==> src/design/space_packet_deframer_core_defines.svh <==
// Assertion macros used by the space packet deframer core.
`ifndef SPACE_PACKET_DEFRAMER_CORE_DEFINES_SVH
`define SPACE_PACKET_DEFRAMER_CORE_DEFINES_SVH

`ifndef ASSERT_OFF

`define SPD_ASSERT(lbl, prop, msg) \
    lbl: assert property (@(posedge clk) disable iff (!rst_n) prop) else $error(msg);

`define SPD_ASSERT_ALWAYS(lbl, prop, msg) \
    lbl: assert property (@(posedge clk) prop) else $error(msg);

`else

`define SPD_ASSERT(lbl, prop, msg)

`define SPD_ASSERT_ALWAYS(lbl, prop, msg)

`endif

`endif

==> src/design/spd_pkg.sv <==
// Types and constants of the space packet deframer.
package spd_pkg;

    localparam logic [2:0] EV_NONE   = 3'd0;
    localparam logic [2:0] EV_SYNC   = 3'd1;
    localparam logic [2:0] EV_ACCEPT = 3'd2;
    localparam logic [2:0] EV_REJECT = 3'd3;
    localparam logic [2:0] EV_END    = 3'd4;

    localparam logic [1:0] CLASS_NONE      = 2'd0;
    localparam logic [1:0] CLASS_ROUTINE   = 2'd1;
    localparam logic [1:0] CLASS_EMERGENCY = 2'd2;
    localparam logic [1:0] CLASS_UNKNOWN   = 2'd3;

    localparam logic [10:0] APID_IDLE      = 11'h7FF;
    localparam logic [7:0]  TYPE_EMERGENCY = 8'd8;
    localparam logic [7:0]  TYPE_ROUTINE_MAX = 8'd7;

    typedef struct packed {
        logic [10:0] apid;
        logic [1:0]  seg_flags;
        logic [13:0] seq_count;
        logic [16:0] data_length;
        logic        sec_header;
        logic        reject;
    } hdr_fields_t;

endpackage

==> src/design/spd_hdr_decode.sv <==
// Decoder of the six-byte primary header into its fields and the reject check.
module spd_hdr_decode (
    input  logic [47:0]              header,
    output spd_pkg::hdr_fields_t     fields
);
    import spd_pkg::*;

    logic [15:0] w1;
    logic [15:0] w2;
    logic [15:0] w3;
    logic [2:0]  version;
    logic        type_bit;

    assign w1 = header[47:32];
    assign w2 = header[31:16];
    assign w3 = header[15:0];
    assign version  = w1[15:13];
    assign type_bit = w1[12];

    always_comb
    begin
        fields.apid        = w1[10:0];
        fields.seg_flags   = w2[15:14];
        fields.seq_count   = w2[13:0];
        fields.data_length = {1'b0, w3} + 17'd1;
        fields.sec_header  = w1[11];
        fields.reject      = (version != 3'd0) || type_bit ||
                             ((w1[10:0] == APID_IDLE) && w1[11]);
    end

endmodule

==> src/design/space_packet_deframer_core.sv <==
// Top level of the space packet deframer: byte input, one event request per byte out.
//
// The s_ channel takes one received byte per request in s_tdata. For every byte the
// block returns exactly one request on the m_ channel: m_tuser carries the event code
// (none, sync found, header accepted, header rejected, packet ended) and m_tdata the
// header fields and the secondary-header classification that go with it.
// The block hunts for the sync marker over the last four bytes, captures the next six
// bytes as the primary header and then counts off the data field.
// The state update and the result for a byte are formed by logic between the state
// registers and the output register, so the event for a byte appears on the m_ channel
// in the cycle after the byte is taken. One byte is taken per clock as long as the
// output register is empty or being emptied. When the receiver stalls, the output
// register holds its request and s_tready drops until that request is taken. The sync
// marker is written through cfg_wr_en and cfg_wr_data; the user must write it only while
// the block is idle, since the block itself does not enforce this.
// Reset clears the window, returns to hunting, empties the output register and loads
// the sync marker with its default value.
`include "space_packet_deframer_core_defines.svh"

module space_packet_deframer_core #(
    parameter logic [31:0] SYNC_MARKER_RESET = 32'h1ACFFC1D
) (
    input  logic        clk,
    input  logic        rst_n,
    input  logic        cfg_wr_en,
    input  logic [31:0] cfg_wr_data,
    input  logic        s_tvalid,
    output logic        s_tready,
    input  logic [7:0]  s_tdata,   // [7:0] rx_byte
    output logic        m_tvalid,
    input  logic        m_tready,
    output logic [55:0] m_tdata,   // [10:0] apid, [12:11] seg_flags, [26:13] seq_count,
                                   // [43:27] data_length, [44] sec_header,
                                   // [52:45] telemetry_type, [54:53] type_class, [55] zero
    output logic [2:0]  m_tuser    // [2:0] event_res
);
    import spd_pkg::*;

    localparam logic [1:0] PH_HUNT   = 2'd0;
    localparam logic [1:0] PH_HEADER = 2'd1;
    localparam logic [1:0] PH_DATA   = 2'd2;

    logic [31:0] sync_marker_reg;
    logic [31:0] sync_window_reg, sync_window_next;
    logic [2:0]  window_fill_reg, window_fill_next;
    logic [1:0]  phase_reg, phase_next;
    logic [2:0]  header_index_reg, header_index_next;
    logic [47:0] header_store_reg, header_store_next;
    logic [16:0] data_index_reg, data_index_next;
    logic [7:0]  first_byte_reg, first_byte_next;

    logic        out_valid_reg;
    logic [55:0] out_data_reg, out_data_next;
    logic [2:0]  out_event_reg, out_event_next;

    logic        in_accept;
    hdr_fields_t hdr;
    logic [7:0]  b;
    logic [1:0]  type_class;
    logic [7:0]  telemetry_type;
    logic        report_header;

    assign b         = s_tdata;
    assign s_tready  = !out_valid_reg || m_tready;
    assign in_accept = s_tvalid && s_tready;

    spd_hdr_decode u_hdr_decode (
        .header (header_store_next),
        .fields (hdr)
    );

    always_comb
    begin
        sync_window_next  = sync_window_reg;
        window_fill_next  = window_fill_reg;
        phase_next        = phase_reg;
        header_index_next = header_index_reg;
        header_store_next = header_store_reg;
        data_index_next   = data_index_reg;
        first_byte_next   = first_byte_reg;
        out_event_next    = EV_NONE;
        report_header     = 1'b0;

        if (phase_reg == PH_DATA)
        begin
            if (data_index_reg == 17'd0)
            begin
                first_byte_next = b;
            end
            if (data_index_reg >= {1'b0, header_store_reg[15:0]})
            begin
                out_event_next  = EV_END;
                report_header   = 1'b1;
                phase_next      = PH_HUNT;
                data_index_next = 17'd0;
            end
            else
            begin
                data_index_next = data_index_reg + 17'd1;
            end
        end
        else
        begin
            sync_window_next = {sync_window_reg[23:0], b};
            if (window_fill_reg < 3'd4)
            begin
                window_fill_next = window_fill_reg + 3'd1;
            end
            if (phase_reg == PH_HEADER)
            begin
                header_store_next = {header_store_reg[39:0], b};
                if (header_index_reg >= 3'd5)
                begin
                    header_index_next = 3'd0;
                    report_header     = 1'b1;
                    if (hdr.reject)
                    begin
                        out_event_next = EV_REJECT;
                        phase_next     = PH_HUNT;
                    end
                    else
                    begin
                        out_event_next  = EV_ACCEPT;
                        phase_next      = PH_DATA;
                        data_index_next = 17'd0;
                    end
                end
                else
                begin
                    header_index_next = header_index_reg + 3'd1;
                end
            end
            else
            begin
                phase_next = PH_HUNT;
                if ((window_fill_next >= 3'd4) && (sync_window_next == sync_marker_reg))
                begin
                    out_event_next    = EV_SYNC;
                    phase_next        = PH_HEADER;
                    header_index_next = 3'd0;
                end
            end
        end
    end

    always_comb
    begin
        telemetry_type = 8'd0;
        type_class     = CLASS_NONE;
        if ((out_event_next == EV_END) && hdr.sec_header)
        begin
            telemetry_type = first_byte_next;
            priority if ((first_byte_next >= 8'd1) && (first_byte_next <= TYPE_ROUTINE_MAX))
            begin
                type_class = CLASS_ROUTINE;
            end
            else if (first_byte_next == TYPE_EMERGENCY)
            begin
                type_class = CLASS_EMERGENCY;
            end
            else
            begin
                type_class = CLASS_UNKNOWN;
            end
        end
    end

    always_comb
    begin
        out_data_next = 56'd0;
        if (report_header)
        begin
            out_data_next[10:0]  = hdr.apid;
            out_data_next[12:11] = hdr.seg_flags;
            out_data_next[26:13] = hdr.seq_count;
            out_data_next[43:27] = hdr.data_length;
            out_data_next[44]    = hdr.sec_header;
        end
        out_data_next[52:45] = telemetry_type;
        out_data_next[54:53] = type_class;
    end

    always_ff @(posedge clk or negedge rst_n)
    begin
        if (!rst_n)
        begin
            sync_marker_reg  <= SYNC_MARKER_RESET;
            sync_window_reg  <= 32'd0;
            window_fill_reg  <= 3'd0;
            phase_reg        <= PH_HUNT;
            header_index_reg <= 3'd0;
            header_store_reg <= 48'd0;
            data_index_reg   <= 17'd0;
            first_byte_reg   <= 8'd0;
            out_valid_reg    <= 1'b0;
        end
        else
        begin
            if (cfg_wr_en)
            begin
                sync_marker_reg <= cfg_wr_data;
            end
            if (in_accept)
            begin
                sync_window_reg  <= sync_window_next;
                window_fill_reg  <= window_fill_next;
                phase_reg        <= phase_next;
                header_index_reg <= header_index_next;
                header_store_reg <= header_store_next;
                data_index_reg   <= data_index_next;
                first_byte_reg   <= first_byte_next;
                out_valid_reg    <= 1'b1;
            end
            else if (m_tready)
            begin
                out_valid_reg <= 1'b0;
            end
        end
    end

    always_ff @(posedge clk)
    begin
        if (in_accept)
        begin
            out_data_reg  <= out_data_next;
            out_event_reg <= out_event_next;
        end
    end

    assign m_tvalid = out_valid_reg;
    assign m_tdata  = out_data_reg;
    assign m_tuser  = out_event_reg;

    `SPD_ASSERT(a_fill_range, window_fill_reg <= 3'd4, "window fill count out of range")
    `SPD_ASSERT(a_hdr_index_range, header_index_reg <= 3'd5, "header index out of range")
    `SPD_ASSERT(a_sync_to_header, (m_tvalid && (m_tuser == EV_SYNC)) |-> (phase_reg == PH_HEADER), "sync event without header capture")
    `SPD_ASSERT(a_accept_to_data, (m_tvalid && (m_tuser == EV_ACCEPT)) |-> ((phase_reg == PH_DATA) && (data_index_reg == 17'd0)), "accepted header without data phase")
    `SPD_ASSERT(a_class_on_end, (m_tvalid && (m_tdata[54:53] != CLASS_NONE)) |-> (m_tuser == EV_END), "classification outside packet end")

endmodule
==> config.mk <==
export PLATFORM = sky130hd
export DESIGN_NAME = space_packet_deframer_core
export DESIGN_NICKNAME = d
export VERILOG_FILES = /design/src/design/spd_pkg.sv /design/src/design/spd_hdr_decode.sv /design/src/design/space_packet_deframer_core.sv
export VERILOG_INCLUDE_DIRS = /design/src /design/src/design
export SDC_FILE = /design/constraint.sdc
export NUM_CORES = 1
export LEC_CHECK = 0
export ABC_AREA = 0
export BUFFER_PORTS_ARGS = -buffer_cell sky130_fd_sc_hd__buf_2
export CAP_MARGIN = 5
export CORE_ASPECT_RATIO = 1.1
export CORE_MARGIN = 2
export CORE_UTILIZATION = 45
export DETAILED_ROUTE_END_ITERATION = 10
export MAX_ROUTING_LAYER = met4
export PLACE_DENSITY = 0.66
export SLEW_MARGIN = 20
export SYNTH_ARGS = -nofsm -noshare
export SYNTH_HDL_FRONTEND = slang
export SYNTH_SLANG_ARGS = --single-unit
==> constraint.sdc <==
create_clock -name clk -period 4.05 [get_ports clk]
set_input_delay 0.81 -clock clk [delete_from_list [all_inputs] [get_ports clk]]
set_output_delay 0.81 -clock clk [all_outputs]
set_load 0.02 [all_outputs]
==> results.yml, run 1 <==
synth:
  ys.flop_type: "dfrtp_1"
  synth_seq_cells: 196
  yosysSeqAreaShare: 0.551
  ys_warn_count: 0
  synthArstFlopShare: 0.704
  avgSynthCellArea_um2: 12.3
  synthCells: 771
  synth-edff-count: 58
  synth_area_mm2: 0.00947
  synth_top_area_share: 0.314
  synth_cell_type_count: 72
  synth_area_leaders: "dfrtp_1 (31%), edfxtp_1 (18%), mux2_2 (11%), dfstp_2 (5.3%), xor2_1 (3.2%)"
  syn-num-nets: 840
  yosys.area.top_type: "dfrtp_1"
worst_setup_path:
  critPathKind: "flop to flop"
  crit_arrival_ns: 3.28
  start_kind: "flop"
  cp.required_ns: 4.24
  cp_max_fo: 23
  rrSetupSlack_ns: 0.96
  cp-end-kind: "flop"
sta:
  setup-tns-final_ns: 0
  tightest_slew_ns: 0.919
  slew_headroom: 0.387
  fmax_mhz: 324
  postLayoutSetupSlackWorst_ns: 0.961
  post-route-period-util: 0.763
  period_needed_ns: 3.09
  finalClockSkew_ns: 0.0104
  setup-violations-final: 0
  rsz0062_at_grt: "false"
  slew_viol_final: 0
  hold_viol: 0
routing:
  vias: 6242
  antenna_left: 0
  viasPerCell: 5.49
  wire_per_inst_um: 17.9
  wirelength_um: 20300
  drc: 0
  drtIter0Drc: 359
  drt_pass1_iterations: 5
place:
  routabilityCongestion: 0.819
  numPortBuffers: 104
  dp_hpwl_um: 14400
  dpl_cell_area_mm2: 0.0102
  pre_cts_ws_ns: 1.02
global_routing:
  grt_pass1_vias: 6214
  antenna_found_initial: 0
  grt_pass1_wl_um: 33200
  grt_remaining_overflow: 0
  track_usage: 0.197
  grt_max_degree: 99
power_and_ir_drop:
  power.density_mw_per_mm2: 398
  ir_worst_vdd_mv: 0.314
  power_switching_uw: 1110
  swShare: 0.259
  power_frac_seq: 0.532
  internal_power_uw: 3180
  combPwrFrac: 0.091
  leakagePower_uw: 0.00458
  pwr-share-clk: 0.377
final_layout:
  diodes: 0
  area_delta_synth_final_pct: 13.8
  layout_commonest_cell: "dfrtp_1"
  largest_reg_flops: 55
  final_util: 0.522
  layout.cells.most_common_list: "dfrtp_1 (119), buf_2 (103), mux2_2 (95)"
  nNetsFinal: 936
  final_cell_area_mm2: 0.0108
  layout-drive-gt1-share: 0.335
run_status:
  status: "completed"
job:
  drv_cap: 0
min_path:
  hold_path.class: "primary input to asynchronous set/reset pin"
floorplanning:
  die_w_um: 142
  start_util: 0.459
  core-area_mm2: 0.0206
  io_pins: 106
  die_y_um: 156
  die_area_mm2: 0.0222
  rows: 55
cts:
  cts_tree: "done"
  clkTransAtPathRegs_ns: 0.07
  cts_buffers: 17
  root_buffer: "clkbuf_16"
  cts_num_sinks: 196
  h-tree-depth: 4
  clk_latency_ns: 0.44
  cts_hold_buf: 0
  cts_resized: 0
  post_cts_buffers: 0
  clockBufferDepth: 2
## power by group through the flow
stage               clock (µW)  combinational [µW]  sequential (µW)
floorplan                    0                 240             2320
global placement             0                 388             2320
detailed placement           0                 394             2320
CTS                       1650                 398             2290
global route              1740                 436             2300
finish                    1620                 389             2290
## synth_stat cells (all sizes together) (3+ instances only)
cell type and count:
and4b 3, nor4b 3, and4 3, nor4 14
and3 7, nand4 9, nand2b 9, a31o 3
nand3 15, nor2b 7, dfrtp 119, a21oi 19
nand2 58, a31oi 6, mux2 98, xnor2 12
inv 26, ha 24, edfxtp 58, a2bb2oi 3
o21ai 34, o31ai 6, dfstp 19, a22o 33
clkbuf 10, nor2 57, nor3 11, or4 4
xor2 35, o311ai 3, mux2i 12, buf 28
## stage by stage
step | hold slack (ns) | total power, µW | cells
floorplan | 0.448 | 2560 | 771
global placement | 0.464 | 2710 | 1104
detailed placement | 0.468 | 2720 | 1104
CTS | 0.482 | 4340 | 1136
global route | 0.507 | 4480 | 1136
finish | 0.441 | 4300 | 1136
## worst paths after layout
path                       cells past startpoint                            from                             end
max in group asynchronous                      2                           rst_n  sync_marker_reg[0]$_DFFE_PN1P_
min reg2reg                                    1  window_fill_reg[0]$_DFFE_PN0P_  window_fill_reg[0]$_DFFE_PN0P_
min in group clk                               1  window_fill_reg[0]$_DFFE_PN0P_  window_fill_reg[0]$_DFFE_PN0P_
max                                           11        phase_reg[1]$_DFFE_PN0P_       m_tdata[41]$_SDFFCE_PN0P_
max reg2reg                                   11        phase_reg[1]$_DFFE_PN0P_       m_tdata[41]$_SDFFCE_PN0P_
min                                            1                           rst_n  sync_marker_reg[9]$_DFFE_PN0P_
## layer usage
layer | track usage | vias to the layer above | wire length, µm
met1 | 0.254 | 3089 | 9150
li1 | - | 2983 | -
met3 | 0.0285 | 21 | 701
met4 | 0.0580 | 0 | 342
met5 | - | - | 0
met2 | 0.328 | 149 | 10100
## cell type report
| class | instances | area (µm²) |
|---|---|---|
| clock buffers | 17 | 425 |
| clock inverters | 15 | 139 |
| fillers | 1802 | 9860 |
| inverters | 26 | 97.6 |
| multi-input cells | 511 | 3960 |
| flip-flops and latches | 196 | 5220 |
| well taps | 256 | 320 |
| repair buffers | 115 | 622 |
## critical path: stages (launching register included)
cell     delay (ns)
dfrtp_1        0.40
inv_1          0.06
ha_1           0.32
nor2b_4        0.61
mux2i_2        0.20
inv_1          0.13
ha_1           0.23
nor3b_2        0.33
nand2_2        0.15
nor3_2         0.21
xnor2_1        0.15
nor2_2         0.04
## kinds of logic after synthesis
logic type | share of synthesized area
AO/OA/AOI/OAI | 0.0965
XOR/XNOR | 0.0434
adder cells (fa/ha/maj) | 0.0317
buffers and inverters | 0.0318
flip-flops | 0.551
multiplexers | 0.130
other | 0.000396
AND/OR/NAND/NOR | 0.115
Power figures use the tool's default switching activity.
==> run 2, diff against run 1 <==
Settings changed: ABC_AREA 0 to 1.
Clock period 4.05 ns to 3.2 ns, I/O delays scaled along.
==> results.yml, run 2 <==
floorplanning:
  rows: 57
  die_w_um: 147
  io_pins: 106
  core-area_mm2: 0.0221
  die_y_um: 162
  start_util: 0.459
  die_area_mm2: 0.0238
routing:
  viasPerCell: 4.95
  drt_pass1_iterations: 5
  drtIter0Drc: 572
  wirelength_um: 23300
  vias: 8053
  wire_per_inst_um: 14.3
  antenna_left: 0
  drc: 0
synth:
  synth_top_family_by_area: "simple AND/OR/NAND/NOR gates"
  synth_cell_type_count: 42
  ys.flop_type: "dfrtp_1"
  synth-edff-count: 58
  ys_warn_count: 0
  synth_top_area_share: 0.293
  synthTopCellsByCount: "nand2_1 (405), inv_1 (137), dfrtp_1 (119)"
  synth_simple_gate_area_frac: 0.235
  avgSynthCellArea_um2: 8.26
  synth_seq_cells: 196
  synth.area.mux_share: 0.0144
  synthCells: 1229
  yosysMostFrequentCell: "nand2_1"
  synth_area_mm2: 0.0102
  synth-adder-area-share: 0.0296
  synth_xor_xnor_area_share: 0.0285
  yosys.area.top_type: "dfrtp_1"
  syn-num-nets: 1298
  synthArstFlopShare: 0.704
  synth_area_leaders: "dfrtp_1 (29%), edfxtp_1 (17%), nand2_1 (15%), o21ai_0 (5.8%), inv_1 (5.1%)"
  synth_compound_area_frac: 0.101
  yosysSeqAreaShare: 0.514
final_layout:
  stdcell_count: 1628
  final_util: 0.523
  regArea_mm2: 0.00522
  layout.cells.most_common_list: "nand2_1 (404), inv_1 (136), dfrtp_1 (119)"
  diodes: 0
  multiInputGateArea_mm2: 0.00415
  largest_reg_flops: 55
  layout_commonest_cell: "nand2_1"
  final_cell_area_mm2: 0.0116
  layout-drive-gt1-share: 0.155
  nNetsFinal: 1389
  fill_cells: 2112
  area_delta_synth_final_pct: 13.9
sta:
  rsz0062_at_grt: "false"
  finalClockSkew_ns: 0.0138
  tightest_slew_ns: 0.839
  hold_viol: 0
  setup-tns-final_ns: 0
  period_needed_ns: 2.80
  slew_viol_final: 0
  fmax_mhz: 357
  setup-violations-final: 0
  holdWs_ns: 0.139
  post-route-period-util: 0.876
  slew_headroom: 0.441
global_routing:
  track_usage: 0.213
  grt_pass1_vias: 7810
  grt_remaining_overflow: 0
  grt_pass1_wl_um: 39200
  grt_max_degree: 79
  antenna_found_initial: 0
power_and_ir_drop:
  ir_worst_vdd_mv: 0.421
  power_frac_seq: 0.479
  power.density_mw_per_mm2: 549
  power_switching_uw: 1910
  pwr-share-clk: 0.347
  combPwrFrac: 0.174
  swShare: 0.301
  internal_power_uw: 4440
  leakagePower_uw: 0.00543
place:
  dp_hpwl_um: 17200
  numPortBuffers: 104
  dp.cells: 1596
  dpl_cell_area_mm2: 0.0110
  routabilityCongestion: 0.933
worst_setup_path:
  startpoint: "phase_reg[0]$_DFFE_PN0P_"
  crit_arrival_ns: 3.18
  cp.required_ns: 3.58
  start_kind: "flop"
  cp-end-kind: "flop"
  critPathKind: "flop to flop"
  cp_max_fo: 33
  r2r_start: "phase_reg[0]$_DFFE_PN0P_"
cts:
  cts_hold_buf: 0
  h-tree-depth: 4
  post_cts_buffers: 0
  clk_latency_ns: 0.44
  cts_resized: 0
  cts_num_sinks: 196
  root_buffer: "clkbuf_16"
  cts_tree: "done"
  cts_buffers: 17
  clkTransAtPathRegs_ns: 0.07
  clockBufferDepth: 2
min_path:
  hold_path.class: "primary input to asynchronous set/reset pin"
job:
  drv_cap: 0
run_status:
  status: "completed"
run 2: worst paths after layout:
kind / to / slack [ns] / cells past startpoint
max in group asynchronous: sync_marker_reg[25]$_DFFE_PN1P_ / 2.22 / 2
worst max-delay path: data_index_reg[7]$_DFFE_PN0P_ / 0.40 / 13
worst min-delay path: data_index_reg[6]$_DFFE_PN0P_ / 0.14 / 1
worst max register to register: data_index_reg[7]$_DFFE_PN0P_ / 0.40 / 13
worst min register to register: window_fill_reg[0]$_DFFE_PN0P_ / 0.48 / 1
min in group clk: sync_marker_reg[9]$_DFFE_PN0P_ / 0.41 / 3
run 2: per-layer routing:
| metal | wire length, µm | vias to the layer above | GRT usage |
|---|---|---|---|
| li1 | - | 4125 | - |
| met1 | 10500 | 3700 | 0.272 |
| met2 | 11400 | 196 | 0.353 |
| met3 | 1020 | 32 | 0.0387 |
| met4 | 391 | 0 | 0.0568 |
| met5 | 0 | - | - |
run 2: power by group through the flow:
stage | Sequential [µW] | Clock, µW | Combinational (µW)
final | 3040 | 2200 | 1110
after global routing | 3070 | 2350 | 1270
after CTS | 3040 | 2240 | 1110
after detailed placement | 3090 | 0 | 1110
after global placement | 3080 | 0 | 1090
after floorplan | 3080 | 0 | 719
run 2: cells by family (layout without fill, tap and decap cells):
logic type	after synthesis	after routing
and+or+nand+nor	579	579
adders and majority gates	24	24
other	1	1
xor gates and xnor gates	33	33
DFF	196	196
buffers and inverters	188	292
AOI/OAI and AO/OA	195	195
muxes	13	13
run 2: critical path, stage by stage, from the launching register on:
cell	delay [ns]
dfrtp_1	0.41
inv_1	0.07
ha_1	0.38
inv_4	0.06
nand2_4	0.26
buf_4	0.34
nand2_1	0.08
o21ai_1	0.12
nand2_1	0.11
nor3_2	0.17
nand3_2	0.16
a21oi_4	0.42
nand2_1	0.10
nand2_1	0.07
run 2: layout make-up:
cell class | instances | area share
well taps | 295 | 0.0319
inverters | 140 | 0.0456
clock buffers | 19 | 0.0383
repair buffers | 120 | 0.0602
clock inverters | 13 | 0.0138
multi-input cells | 845 | 0.359
flip-flops and latches | 196 | 0.451
run 2: per-stage QoR:
stage	setup WS (ns)	total power, µW
floorplan	0.741	3800
global placement	0.567	4170
detailed placement	0.450	4200
CTS	0.434	6400
global route	0.0536	6700
finish	0.398	6350
